[src/rtl/sha1sh_pkg.sv]
// ----------------------------------------------------------------------------
// sha1sh_pkg
// Shared types and constants of the streaming SHA-1 hasher.
// ----------------------------------------------------------------------------
`default_nettype none

package sha1sh_pkg;

	localparam int WORD_W   = 32;
	localparam int BYTE_W   = 8;
	localparam int N_CELLS  = 16;
	localparam int N_DIGEST = 5;
	localparam int COUNT_W  = 61;
	localparam int ROUNDS   = 80;
	localparam int ROUND_W  = $clog2(ROUNDS);
	localparam int IDX_W    = $clog2(N_DIGEST);
	localparam int POS_W    = 6;
	localparam int LEN_W    = 64;

	typedef logic [WORD_W-1:0] word_t;
	typedef word_t chain_t [N_DIGEST];

	// initial chaining values
	localparam word_t H_INIT [N_DIGEST] = '{
		32'h67452301, 32'hefcdab89, 32'h98badcfe, 32'h10325476, 32'hc3d2e1f0
	};

	// round constants, one per group of twenty rounds
	localparam word_t K_ROUND [4] = '{
		32'h5a827999, 32'h6ed9eba1, 32'h8f1bbcdc, 32'hca62c1d6
	};

	localparam logic [BYTE_W-1:0] PAD_MARK = 8'h80;
	localparam logic [POS_W-1:0]  POS_LAST = 6'd63;
	localparam logic [POS_W-1:0]  POS_LEN  = 6'd56;
	localparam logic [IDX_W-1:0]  IDX_LAST = 3'd4;

	typedef enum logic [2:0] {
		ST_IDLE,
		ST_PAD,
		ST_ROUND,
		ST_ADDH,
		ST_OUT
	} state_t;

	typedef enum logic [1:0] {
		PH_MARK,
		PH_ZERO,
		PH_LEN
	} pad_phase_t;

	// control from the sequencer to the round unit
	typedef struct packed {
		logic load;
		logic step;
	} round_ctrl_t;

endpackage

`default_nettype wire

[src/rtl/sha1sh_if.sv]
// ----------------------------------------------------------------------------
// sha1sh_in_if / sha1sh_out_if
// Valid/ready channels for message bytes and digest words.
// ----------------------------------------------------------------------------
`default_nettype none

interface sha1sh_in_if;
	logic       valid;
	logic       ready;
	logic [7:0] data_byte;
	logic       has_byte;
	logic       last;

	modport source (output valid, data_byte, has_byte, last, input ready);
	modport sink   (input valid, data_byte, has_byte, last, output ready);
endinterface

interface sha1sh_out_if;
	logic        valid;
	logic        ready;
	logic [31:0] digest_word;
	logic [2:0]  word_index;
	logic        last_word;

	modport source (output valid, digest_word, word_index, last_word, input ready);
	modport sink   (input valid, digest_word, word_index, last_word, output ready);
endinterface

`default_nettype wire

[src/rtl/sha1_stream_hasher.sv]
// ----------------------------------------------------------------------------
// sha1_stream_hasher
// Byte-serial SHA-1: packs bytes into a 16-cell word chain that doubles as
// the message schedule, compresses each block one round per cycle, pads the
// message and returns the digest as five words.
// ----------------------------------------------------------------------------
// Throughput: one byte per cycle while idle; after the 64th byte of a block
//   the input stalls for the 80 rounds in the single round unit and the
//   chaining add (the load shares the byte's cycle).
// After a last word: padding bytes plus one or two compressions,
//   then five digest words, one per cycle while the sink is ready.
// Reset: chaining values to the SHA-1 initial values, counters cleared, idle.
`default_nettype none

module sha1_stream_hasher (
	input  wire          clk,
	input  wire          arst_n,
	sha1sh_in_if.sink    msg,
	sha1sh_out_if.source digest
);

	sha1sh_pkg::state_t                  state_q, state_d;
	sha1sh_pkg::pad_phase_t              ph_q;
	logic [sha1sh_pkg::POS_W-1:0]        pos_q;
	logic [sha1sh_pkg::COUNT_W-1:0]      count_q;
	logic [23:0]                         acc_q;
	logic [2:0]                          len_idx_q;
	logic                                pad_q, done_q;
	logic [sha1sh_pkg::IDX_W-1:0]        out_idx_q;
	sha1sh_pkg::chain_t                  h_q;

	logic                                accept, out_take, out_end;
	logic                                byte_en, word_push, len_byte;
	logic [sha1sh_pkg::BYTE_W-1:0]       byte_val, len_sel;
	logic [sha1sh_pkg::LEN_W-1:0]        len64;
	sha1sh_pkg::round_ctrl_t             rctl;
	sha1sh_pkg::chain_t                  vars;
	logic                                last_round;
	sha1sh_pkg::word_t                   cell_q [sha1sh_pkg::N_CELLS];
	sha1sh_pkg::word_t                   cell_d [sha1sh_pkg::N_CELLS];
	sha1sh_pkg::word_t                   sched_w;
	logic                                chain_shift;

	assign accept   = msg.valid && msg.ready;
	assign out_take = digest.valid && digest.ready;
	assign out_end  = out_take && (out_idx_q == sha1sh_pkg::IDX_LAST);

	// message bit length, most significant byte first
	assign len64   = {count_q, 3'b000};
	assign len_sel = len64[(3'd7 - len_idx_q) * 8 +: 8];

	// byte source: input word or padding generator
	always_comb begin
		byte_en  = 1'b0;
		byte_val = '0;
		len_byte = 1'b0;
		if (state_q == sha1sh_pkg::ST_IDLE) begin
			byte_en  = accept && msg.has_byte;
			byte_val = msg.data_byte;
		end else if (state_q == sha1sh_pkg::ST_PAD) begin
			byte_en = 1'b1;
			unique case (ph_q)
				sha1sh_pkg::PH_MARK: byte_val = sha1sh_pkg::PAD_MARK;
				sha1sh_pkg::PH_ZERO: begin
					len_byte = (pos_q == sha1sh_pkg::POS_LEN);
					byte_val = len_byte ? len_sel : '0;
				end
				default: begin
					len_byte = 1'b1;
					byte_val = len_sel;
				end
			endcase
		end
	end

	assign word_push = byte_en && (pos_q[1:0] == 2'b11);

	// next state
	always_comb begin
		state_d = state_q;
		unique case (state_q)
			sha1sh_pkg::ST_IDLE: begin
				if (accept) begin
					if (msg.has_byte && pos_q == sha1sh_pkg::POS_LAST) begin
						state_d = sha1sh_pkg::ST_ROUND;
					end else if (msg.last) begin
						state_d = sha1sh_pkg::ST_PAD;
					end
				end
			end
			sha1sh_pkg::ST_PAD: begin
				if (pos_q == sha1sh_pkg::POS_LAST) begin
					state_d = sha1sh_pkg::ST_ROUND;
				end
			end
			sha1sh_pkg::ST_ROUND: begin
				if (last_round) begin
					state_d = sha1sh_pkg::ST_ADDH;
				end
			end
			sha1sh_pkg::ST_ADDH: begin
				priority if (!pad_q) begin
					state_d = sha1sh_pkg::ST_IDLE;
				end else if (done_q) begin
					state_d = sha1sh_pkg::ST_OUT;
				end else begin
					state_d = sha1sh_pkg::ST_PAD;
				end
			end
			sha1sh_pkg::ST_OUT: begin
				if (out_end) begin
					state_d = sha1sh_pkg::ST_IDLE;
				end
			end
			default: state_d = sha1sh_pkg::ST_IDLE;
		endcase
	end

	// state outputs
	always_comb begin
		msg.ready    = (state_q == sha1sh_pkg::ST_IDLE);
		digest.valid = (state_q == sha1sh_pkg::ST_OUT);
		rctl.load    = byte_en && (pos_q == sha1sh_pkg::POS_LAST);
		rctl.step    = (state_q == sha1sh_pkg::ST_ROUND);
	end

	always_ff @(posedge clk or negedge arst_n) begin
		if (!arst_n) begin
			state_q <= sha1sh_pkg::ST_IDLE;
		end else begin
			state_q <= state_d;
		end
	end

	// byte position, message length and padding control
	always_ff @(posedge clk or negedge arst_n) begin
		if (!arst_n) begin
			pos_q     <= '0;
			count_q   <= '0;
			pad_q     <= 1'b0;
			done_q    <= 1'b0;
			ph_q      <= sha1sh_pkg::PH_MARK;
			len_idx_q <= '0;
			out_idx_q <= '0;
		end else begin
			if (byte_en) begin
				pos_q <= pos_q + 6'd1;
			end
			if (accept && msg.has_byte) begin
				count_q <= count_q + 61'd1;
			end
			if (accept && msg.last) begin
				pad_q     <= 1'b1;
				ph_q      <= sha1sh_pkg::PH_MARK;
				len_idx_q <= '0;
			end
			if (state_q == sha1sh_pkg::ST_PAD) begin
				if (ph_q == sha1sh_pkg::PH_MARK) begin
					ph_q <= sha1sh_pkg::PH_ZERO;
				end else if (len_byte) begin
					ph_q      <= sha1sh_pkg::PH_LEN;
					len_idx_q <= len_idx_q + 3'd1;
					if (len_idx_q == 3'd7) begin
						done_q <= 1'b1;
					end
				end
			end
			if (out_take) begin
				out_idx_q <= out_end ? '0 : out_idx_q + 3'd1;
			end
			if (out_end) begin
				count_q <= '0;
				pad_q   <= 1'b0;
				done_q  <= 1'b0;
			end
		end
	end

	// partial word accumulator
	always_ff @(posedge clk) begin
		if (byte_en) begin
			acc_q <= {acc_q[15:0], byte_val};
		end
	end

	// chaining values
	always_ff @(posedge clk or negedge arst_n) begin
		if (!arst_n) begin
			h_q <= sha1sh_pkg::H_INIT;
		end else if (state_q == sha1sh_pkg::ST_ADDH) begin
			for (int i = 0; i < sha1sh_pkg::N_DIGEST; i++) begin
				h_q[i] <= h_q[i] + vars[i];
			end
		end else if (out_end) begin
			h_q <= sha1sh_pkg::H_INIT;
		end
	end

	// schedule expansion feeds the tail cell during rounds
	assign sched_w = cell_q[13] ^ cell_q[8] ^ cell_q[2] ^ cell_q[0];
	assign chain_shift = word_push || rctl.step;

	always_comb begin
		for (int i = 0; i < sha1sh_pkg::N_CELLS - 1; i++) begin
			cell_d[i] = cell_q[i+1];
		end
		cell_d[sha1sh_pkg::N_CELLS-1] = rctl.step ? {sched_w[30:0], sched_w[31]}
		                                          : {acc_q, byte_val};
	end

	// word chain: cell 0 holds the current schedule word
	for (genvar g = 0; g < sha1sh_pkg::N_CELLS; g++) begin : g_cell
		sha1sh_cell u_cell (
			.clk   (clk),
			.shift (chain_shift),
			.d     (cell_d[g]),
			.q     (cell_q[g])
		);
	end

	sha1sh_round u_round (
		.clk        (clk),
		.arst_n     (arst_n),
		.ctrl       (rctl),
		.h          (h_q),
		.w          (cell_q[0]),
		.vars       (vars),
		.last_round (last_round)
	);

	// digest words
	assign digest.digest_word = h_q[out_idx_q];
	assign digest.word_index  = out_idx_q;
	assign digest.last_word   = (out_idx_q == sha1sh_pkg::IDX_LAST);

endmodule

`default_nettype wire

[src/rtl/sha1sh_cell.sv]
// ----------------------------------------------------------------------------
// sha1sh_cell
// One word of the block / message schedule shift chain.
// ----------------------------------------------------------------------------
`default_nettype none

module sha1sh_cell (
	input  wire                 clk,
	input  wire                 shift,
	input  sha1sh_pkg::word_t   d,
	output sha1sh_pkg::word_t   q
);

	sha1sh_pkg::word_t word_q;

	// take the neighbor's word whenever the chain moves
	always_ff @(posedge clk) begin
		if (shift) begin
			word_q <= d;
		end
	end

	assign q = word_q;

endmodule

`default_nettype wire

[src/rtl/sha1sh_round.sv]
// ----------------------------------------------------------------------------
// sha1sh_round
// Working variables a..e and one SHA-1 round per cycle while step is asserted.
// ----------------------------------------------------------------------------
`default_nettype none

module sha1sh_round (
	input  wire                       clk,
	input  wire                       arst_n,
	input  sha1sh_pkg::round_ctrl_t   ctrl,
	input  sha1sh_pkg::chain_t        h,
	input  sha1sh_pkg::word_t         w,
	output sha1sh_pkg::chain_t        vars,
	output logic                      last_round
);

	sha1sh_pkg::word_t                  a_q, b_q, c_q, d_q, e_q;
	logic [sha1sh_pkg::ROUND_W-1:0]     t_q;
	sha1sh_pkg::word_t                  f, k, tmp;

	// round function and constant by round group
	always_comb begin
		if (t_q < 7'd20) begin
			f = (b_q & c_q) | (~b_q & d_q);
			k = sha1sh_pkg::K_ROUND[0];
		end else if (t_q < 7'd40) begin
			f = b_q ^ c_q ^ d_q;
			k = sha1sh_pkg::K_ROUND[1];
		end else if (t_q < 7'd60) begin
			f = (b_q & c_q) | (b_q & d_q) | (c_q & d_q);
			k = sha1sh_pkg::K_ROUND[2];
		end else begin
			f = b_q ^ c_q ^ d_q;
			k = sha1sh_pkg::K_ROUND[3];
		end
		tmp = {a_q[26:0], a_q[31:27]} + f + e_q + k + w;
	end

	// round counter
	always_ff @(posedge clk or negedge arst_n) begin
		if (!arst_n) begin
			t_q <= '0;
		end else if (ctrl.load) begin
			t_q <= '0;
		end else if (ctrl.step) begin
			t_q <= t_q + 7'd1;
		end
	end

	// working variables
	always_ff @(posedge clk) begin
		if (ctrl.load) begin
			a_q <= h[0];
			b_q <= h[1];
			c_q <= h[2];
			d_q <= h[3];
			e_q <= h[4];
		end else if (ctrl.step) begin
			a_q <= tmp;
			b_q <= a_q;
			c_q <= {b_q[1:0], b_q[31:2]};
			d_q <= c_q;
			e_q <= d_q;
		end
	end

	assign vars[0]    = a_q;
	assign vars[1]    = b_q;
	assign vars[2]    = c_q;
	assign vars[3]    = d_q;
	assign vars[4]    = e_q;
	assign last_round = (t_q == 7'(sha1sh_pkg::ROUNDS - 1));

endmodule

`default_nettype wire

[src/flat_wrapper.sv]
// flat-port wrapper written by rule: the top's interface ports become plain ports
module sha1_stream_hasher_flat 
  (clk, arst_n, msg_valid, msg_data_byte, msg_has_byte, msg_last, msg_ready, digest_valid, digest_digest_word, digest_word_index, digest_last_word, digest_ready);
  sha1sh_in_if msg_i ();
  sha1sh_out_if digest_i ();
  input  wire clk;
  input  wire arst_n;
  input wire logic [$bits(msg_i.valid)-1:0] msg_valid;
  input wire logic [$bits(msg_i.data_byte)-1:0] msg_data_byte;
  input wire logic [$bits(msg_i.has_byte)-1:0] msg_has_byte;
  input wire logic [$bits(msg_i.last)-1:0] msg_last;
  output wire logic [$bits(msg_i.ready)-1:0] msg_ready;
  output wire logic [$bits(digest_i.valid)-1:0] digest_valid;
  output wire logic [$bits(digest_i.digest_word)-1:0] digest_digest_word;
  output wire logic [$bits(digest_i.word_index)-1:0] digest_word_index;
  output wire logic [$bits(digest_i.last_word)-1:0] digest_last_word;
  input wire logic [$bits(digest_i.ready)-1:0] digest_ready;
  assign msg_i.valid = msg_valid;
  assign msg_i.data_byte = msg_data_byte;
  assign msg_i.has_byte = msg_has_byte;
  assign msg_i.last = msg_last;
  assign msg_ready = msg_i.ready;
  assign digest_valid = digest_i.valid;
  assign digest_digest_word = digest_i.digest_word;
  assign digest_word_index = digest_i.word_index;
  assign digest_last_word = digest_i.last_word;
  assign digest_i.ready = digest_ready;
  sha1_stream_hasher u_core (.clk(clk), .arst_n(arst_n), .msg(msg_i), .digest(digest_i));
endmodule
[config.mk]
export PLATFORM = sky130hd
export DESIGN_NAME = sha1_stream_hasher_flat
export DESIGN_NICKNAME = d
export VERILOG_FILES = /design/src/rtl/sha1sh_pkg.sv /design/src/rtl/sha1sh_if.sv /design/src/rtl/sha1_stream_hasher.sv /design/src/rtl/sha1sh_cell.sv /design/src/rtl/sha1sh_round.sv /design/src/flat_wrapper.sv
export SDC_FILE = /design/constraint.sdc
export NUM_CORES = 2
export LEC_CHECK = 0
export BUFFER_PORTS_ARGS = -buffer_cell sky130_fd_sc_hd__buf_2
export CORE_ASPECT_RATIO = 0.75
export CORE_MARGIN = 10
export CORE_UTILIZATION = 55
export DETAILED_ROUTE_END_ITERATION = 16
export PLACE_DENSITY = 0.71
export RECOVER_POWER = 50
export SYNTH_ARGS = -nofsm -noshare
export SYNTH_HDL_FRONTEND = slang
export SYNTH_SLANG_ARGS = --single-unit
[constraint.sdc]
create_clock -name clk -period 15.1 [get_ports clk]
set_clock_uncertainty 0.15 [all_clocks]
set_input_delay 0.755 -clock clk [delete_from_list [all_inputs] [get_ports clk]]
set_output_delay 0.755 -clock clk [all_outputs]
set_load 0.03 [all_outputs]
==> run summary <==
The number of core rows came out at 94. The number of pins with negative max-slew slack in the final report came out at about 740. The final period utilization is 0.626. In this run, placement finished with an instance count of about 5300. In this run the cell area of the synthesized design comes to between 40000 and 50000 µm². The clock input transition at the sequential cells of the worst setup and hold paths is 70 ps. During synthesis, Yosys emitted a total of 0 warnings.

The startpoint kind of the worst setup timing path is a flip-flop. For this run, design rule violations remaining after detail routing come to 0. The worst setup path is captured at a flip-flop. The run finished, with violations left. The cell sitting at the root of the clock tree is a sky130_fd_sc_hd__clkbuf_16. In the layout the commonest cells are sky130_fd_sc_hd__edfxtp_1 (696), sky130_fd_sc_hd__nand2_1 (602), sky130_fd_sc_hd__inv_1 (298).

The clock network latency to the later pin of the worst-skew pair came out at 680 ps. The worst setup path is of the flip-flop to flip-flop kind. The post-cts resize count is 0. The analysis attributes to cell leakage a power of 21.2 nW. The CTS buffer count is 93. Headroom to the max-slew limit came out at -2.06. The die covers slightly above 100000 µm².

Static timing analysis puts the maximum clock frequency at roughly 110 MHz. The share of synthesized area spent on multiplexers is 0.0308. The largest total area in the synthesized netlist belongs to sky130_fd_sc_hd__edfxtp_1. Setup repair after global routing left no endpoint under its margin. The async set-reset flop share out of synthesis is 0.262. The dominant combinational cell family by area after synthesis is compound AO/OA/AOI/OAI gates. The ratio of total power to cell area came out at between 150 and 200 nW/µm². The post-route non-filler standard cell count is 5428. The critical path starts at u_core.state_q[0]. Of the total synthesized cell area, the portion taken by XOR and XNOR cells is 0.0585. For the final routed database, the setup TNS stands at 0 ps. In this run the deepest clock path goes through 3 buffers. The chip height came out at about 280 µm. The reg-to-reg critical path startpoint is u_core.state_q[0]. The number of synthesized flops with an enable pin is 696. After the last flow step, the layout net total stands at between 4000 and 5000. The routability congestion estimate from global placement is 0.958. The average instance in the mapped netlist occupies 11.7 µm². The total clock sinks is 943.

The top-level port count came out at 52. The depth of the worst register-to-register path came out at 10. Max-cap violations in this run came to 17. The finished cells cover ~53000 µm².

The number of setup violations in the final report is 0. The global route total overflow is 0. For this configuration, the core starts out at a cell density of 0.554. The number of design-rule violations left by the first detailed-router iteration came out at a little over 4000. Once detailed placement completed, the half-perimeter wirelength came to roughly 85000 µm. The share of the yosys chip area belonging to registers came out at 0.559. The number of distinct library cells after synthesis came out at between 90 and 100. At the worst endpoint, the required time is 15200 ps. In the post-synthesis netlist, the biggest area contributors are sky130_fd_sc_hd__edfxtp_1 (43%), sky130_fd_sc_hd__dfrtp_1 (8.6%), sky130_fd_sc_hd__ha_1 (5.2%). The routed design has roughly 120000 µm of wire. The first global-routing pass estimated approximately 190000 µm of wire. The top-area cell type share of the netlist area came out at 0.430.

The via count of the first global-routing pass was roughly 31000. The area of the core region is 87700 µm². The antenna violation net count after detailed routing came out at 0.

The horizontal die dimension is 363 µm. The relative area change from synthesis to final layout is 9.47%. The total number of vias is roughly 33000. The signal arrival time at the worst endpoint is 9540 ps. The post-CTS repair timing setup buffer count is 0. In this run the worst path has a maximum fanout of between 70 and 80.

The type of the most critical hold path is primary input to flip-flop. The standard cell area after detailed placement is around 50000 µm². The number of H-tree levels is 3. The final count of hold timing violations is 0.

The via density per instance is between 6 and 7. Synthesis inferred around 940 register bits. The simple-gate area share of the yosys netlist came out at 0.106. The adder and majority cell fraction of the synthesized area is 0.103.

The measured slew at the worst slew-check pin came out at around 4600 ps. The most common cell after layout, fill and taps aside is sky130_fd_sc_hd__edfxtp_1. Among all flip-flop cells after synthesis, the most frequent one is sky130_fd_sc_hd__edfxtp_1. The worst hold path begins at digest_ready. Buffers inserted to repair hold after CTS numbered 1. The number of standard cells after synthesis came out at 4160. The post-synthesis compound-gate area fraction is 0.107. The total nets after synthesis is 4500. The highest ir drop seen on vdd is 0.228 mV.

The checks that failed: capacitance limit, slew limit. The post-route minimum period came out at ~9400 ps. The total chip power came out at between 10 and 15 mW. The largest net degree at the start of global routing came out at roughly 200.

In the global route stage, overall resource usage came out at 0.241. The average detailed-routed wire length per instance came out at 22.5 µm. The number of antenna violations at the first check in global routing came to 4. The number of buffers inserted by port buffering is 51. TritonCTS built the clock tree. The hold-critical path depth is 3. The utilization of the core after routing is 0.607.

Of the cells placed in the final design, the portion with a size suffix greater than 1 is 0.0990. The count of TritonRoute iterations in the first routing pass came out at 8.
-- sequential cells by signal, summed over array words and instances (netlist names) --
signal,count
u_core.ph_q,2
u_core.len_idx_q,3
u_core.pos_q,6
u_core.u_round.e_q,32
u_core.pad_q,1
u_core.u_round.c_q,32
u_core.digest.word_index,3
u_core.done_q,1
u_core.h_q,160
u_core.u_round.d_q,32
u_core.u_round.b_q,32
u_core.count_q,61
u_core.g_cell.u_cell.q,512
u_core.u_round.a_q,32
u_core.acc_q,24
u_core.state_q,3
u_core.u_round.t_q,7
-- final cells by class --
type / count / area (µm²)
Fill cell: 6978 / 34500
Sequential cell: 943 / 27200
Multi-Input combinational cell: 2766 / 19800
Clock buffer: 122 / 2600
Tap cell: 1152 / 1440
Inverter: 300 / 1130
Clock inverter: 52 / 609
Timing Repair Buffer: 91 / 513
Antenna cell: 2 / 5.00
-- power breakdown --
part,internal [mW],switching [mW],total [mW]
registers,3.90,0.486,4.39
clock network,1.40,1.04,2.43
logic,1.36,2.17,3.53
-- per-stage QoR --
| stage | hold slack, ps | setup WS [ps] |
|---|---|---|
| floorplan | 250 | 1270 |
| global placement | 250 | 7620 |
| detailed placement | 255 | 7410 |
| CTS | 173 | 7360 |
| global route | 208 | 5120 |
| finish | 209 | 5650 |
-- worst max-delay path: stages (launching register included) --
cell,delay [ps]
sky130_fd_sc_hd__dfrtp_1,540
sky130_fd_sc_hd__nor3_1,80
sky130_fd_sc_hd__clkbuf_1,300
sky130_fd_sc_hd__nand3_1,290
sky130_fd_sc_hd__nand2_1,70
sky130_fd_sc_hd__clkbuf_1,750
sky130_fd_sc_hd__nand2_4,230
sky130_fd_sc_hd__clkbuf_1,2850
sky130_fd_sc_hd__nand2_1,2120
sky130_fd_sc_hd__buf_4,840
sky130_fd_sc_hd__buf_4,570
-- logic make-up after synthesis --
| group | after synthesis |
|---|---|
| buffers and inverters | 451 |
| DFF | 943 |
| AOI/OAI and AO/OA | 848 |
| muxes | 90 |
| xor gates and xnor gates | 325 |
| and+or+nand+nor | 1176 |
| adders and majority gates | 327 |
-- routing by layer --
metal,routed length [µm],global-route usage,share of wire,vias up
li1,-,-,-,14900
met1,57300,0.379,0.47,16200
met2,51300,0.336,0.42,1367
met3,10900,0.0500,0.089,190
met4,2740,0.0573,0.022,4
met5,53,0.00441,0.00043,-
-- worst paths after layout --
path | endpoint | slack [ps]
worst min-delay path | u_core.digest.word_index[2] | 210
worst max-delay path | u_core.u_round.b_q[26] | 5650
min in group asynchronous | u_core.h_q[94] | 2120
worst max register to register | u_core.u_round.b_q[26] | 5650
worst min register to register | u_core.g_cell[8].u_cell.q[25] | 240
max in group asynchronous | u_core.count_q[57] | 7010
-- cell usage after synthesis, drive strengths merged, types with 18 or more instances --
| cell | instances |
|---|---|
| a21o | 97 |
| a211oi | 19 |
| clkbuf | 137 |
| mux2i | 19 |
| o21bai | 36 |
| nand4 | 24 |
| o21ai | 285 |
| inv | 298 |
| xor2 | 121 |
| and3 | 29 |
| nor2 | 233 |
| ha | 201 |
| mux4 | 45 |
| edfxtp | 696 |
| nand2b | 18 |
| nor2b | 18 |
| nor3 | 76 |
| dfstp | 80 |
| a21oi | 249 |
| nand2 | 604 |
| nand3 | 103 |
| xnor2 | 204 |
| mux2 | 26 |
| fa | 125 |
| dfrtp | 167 |
No activity file was read; power rests on OpenSTA's default activity.
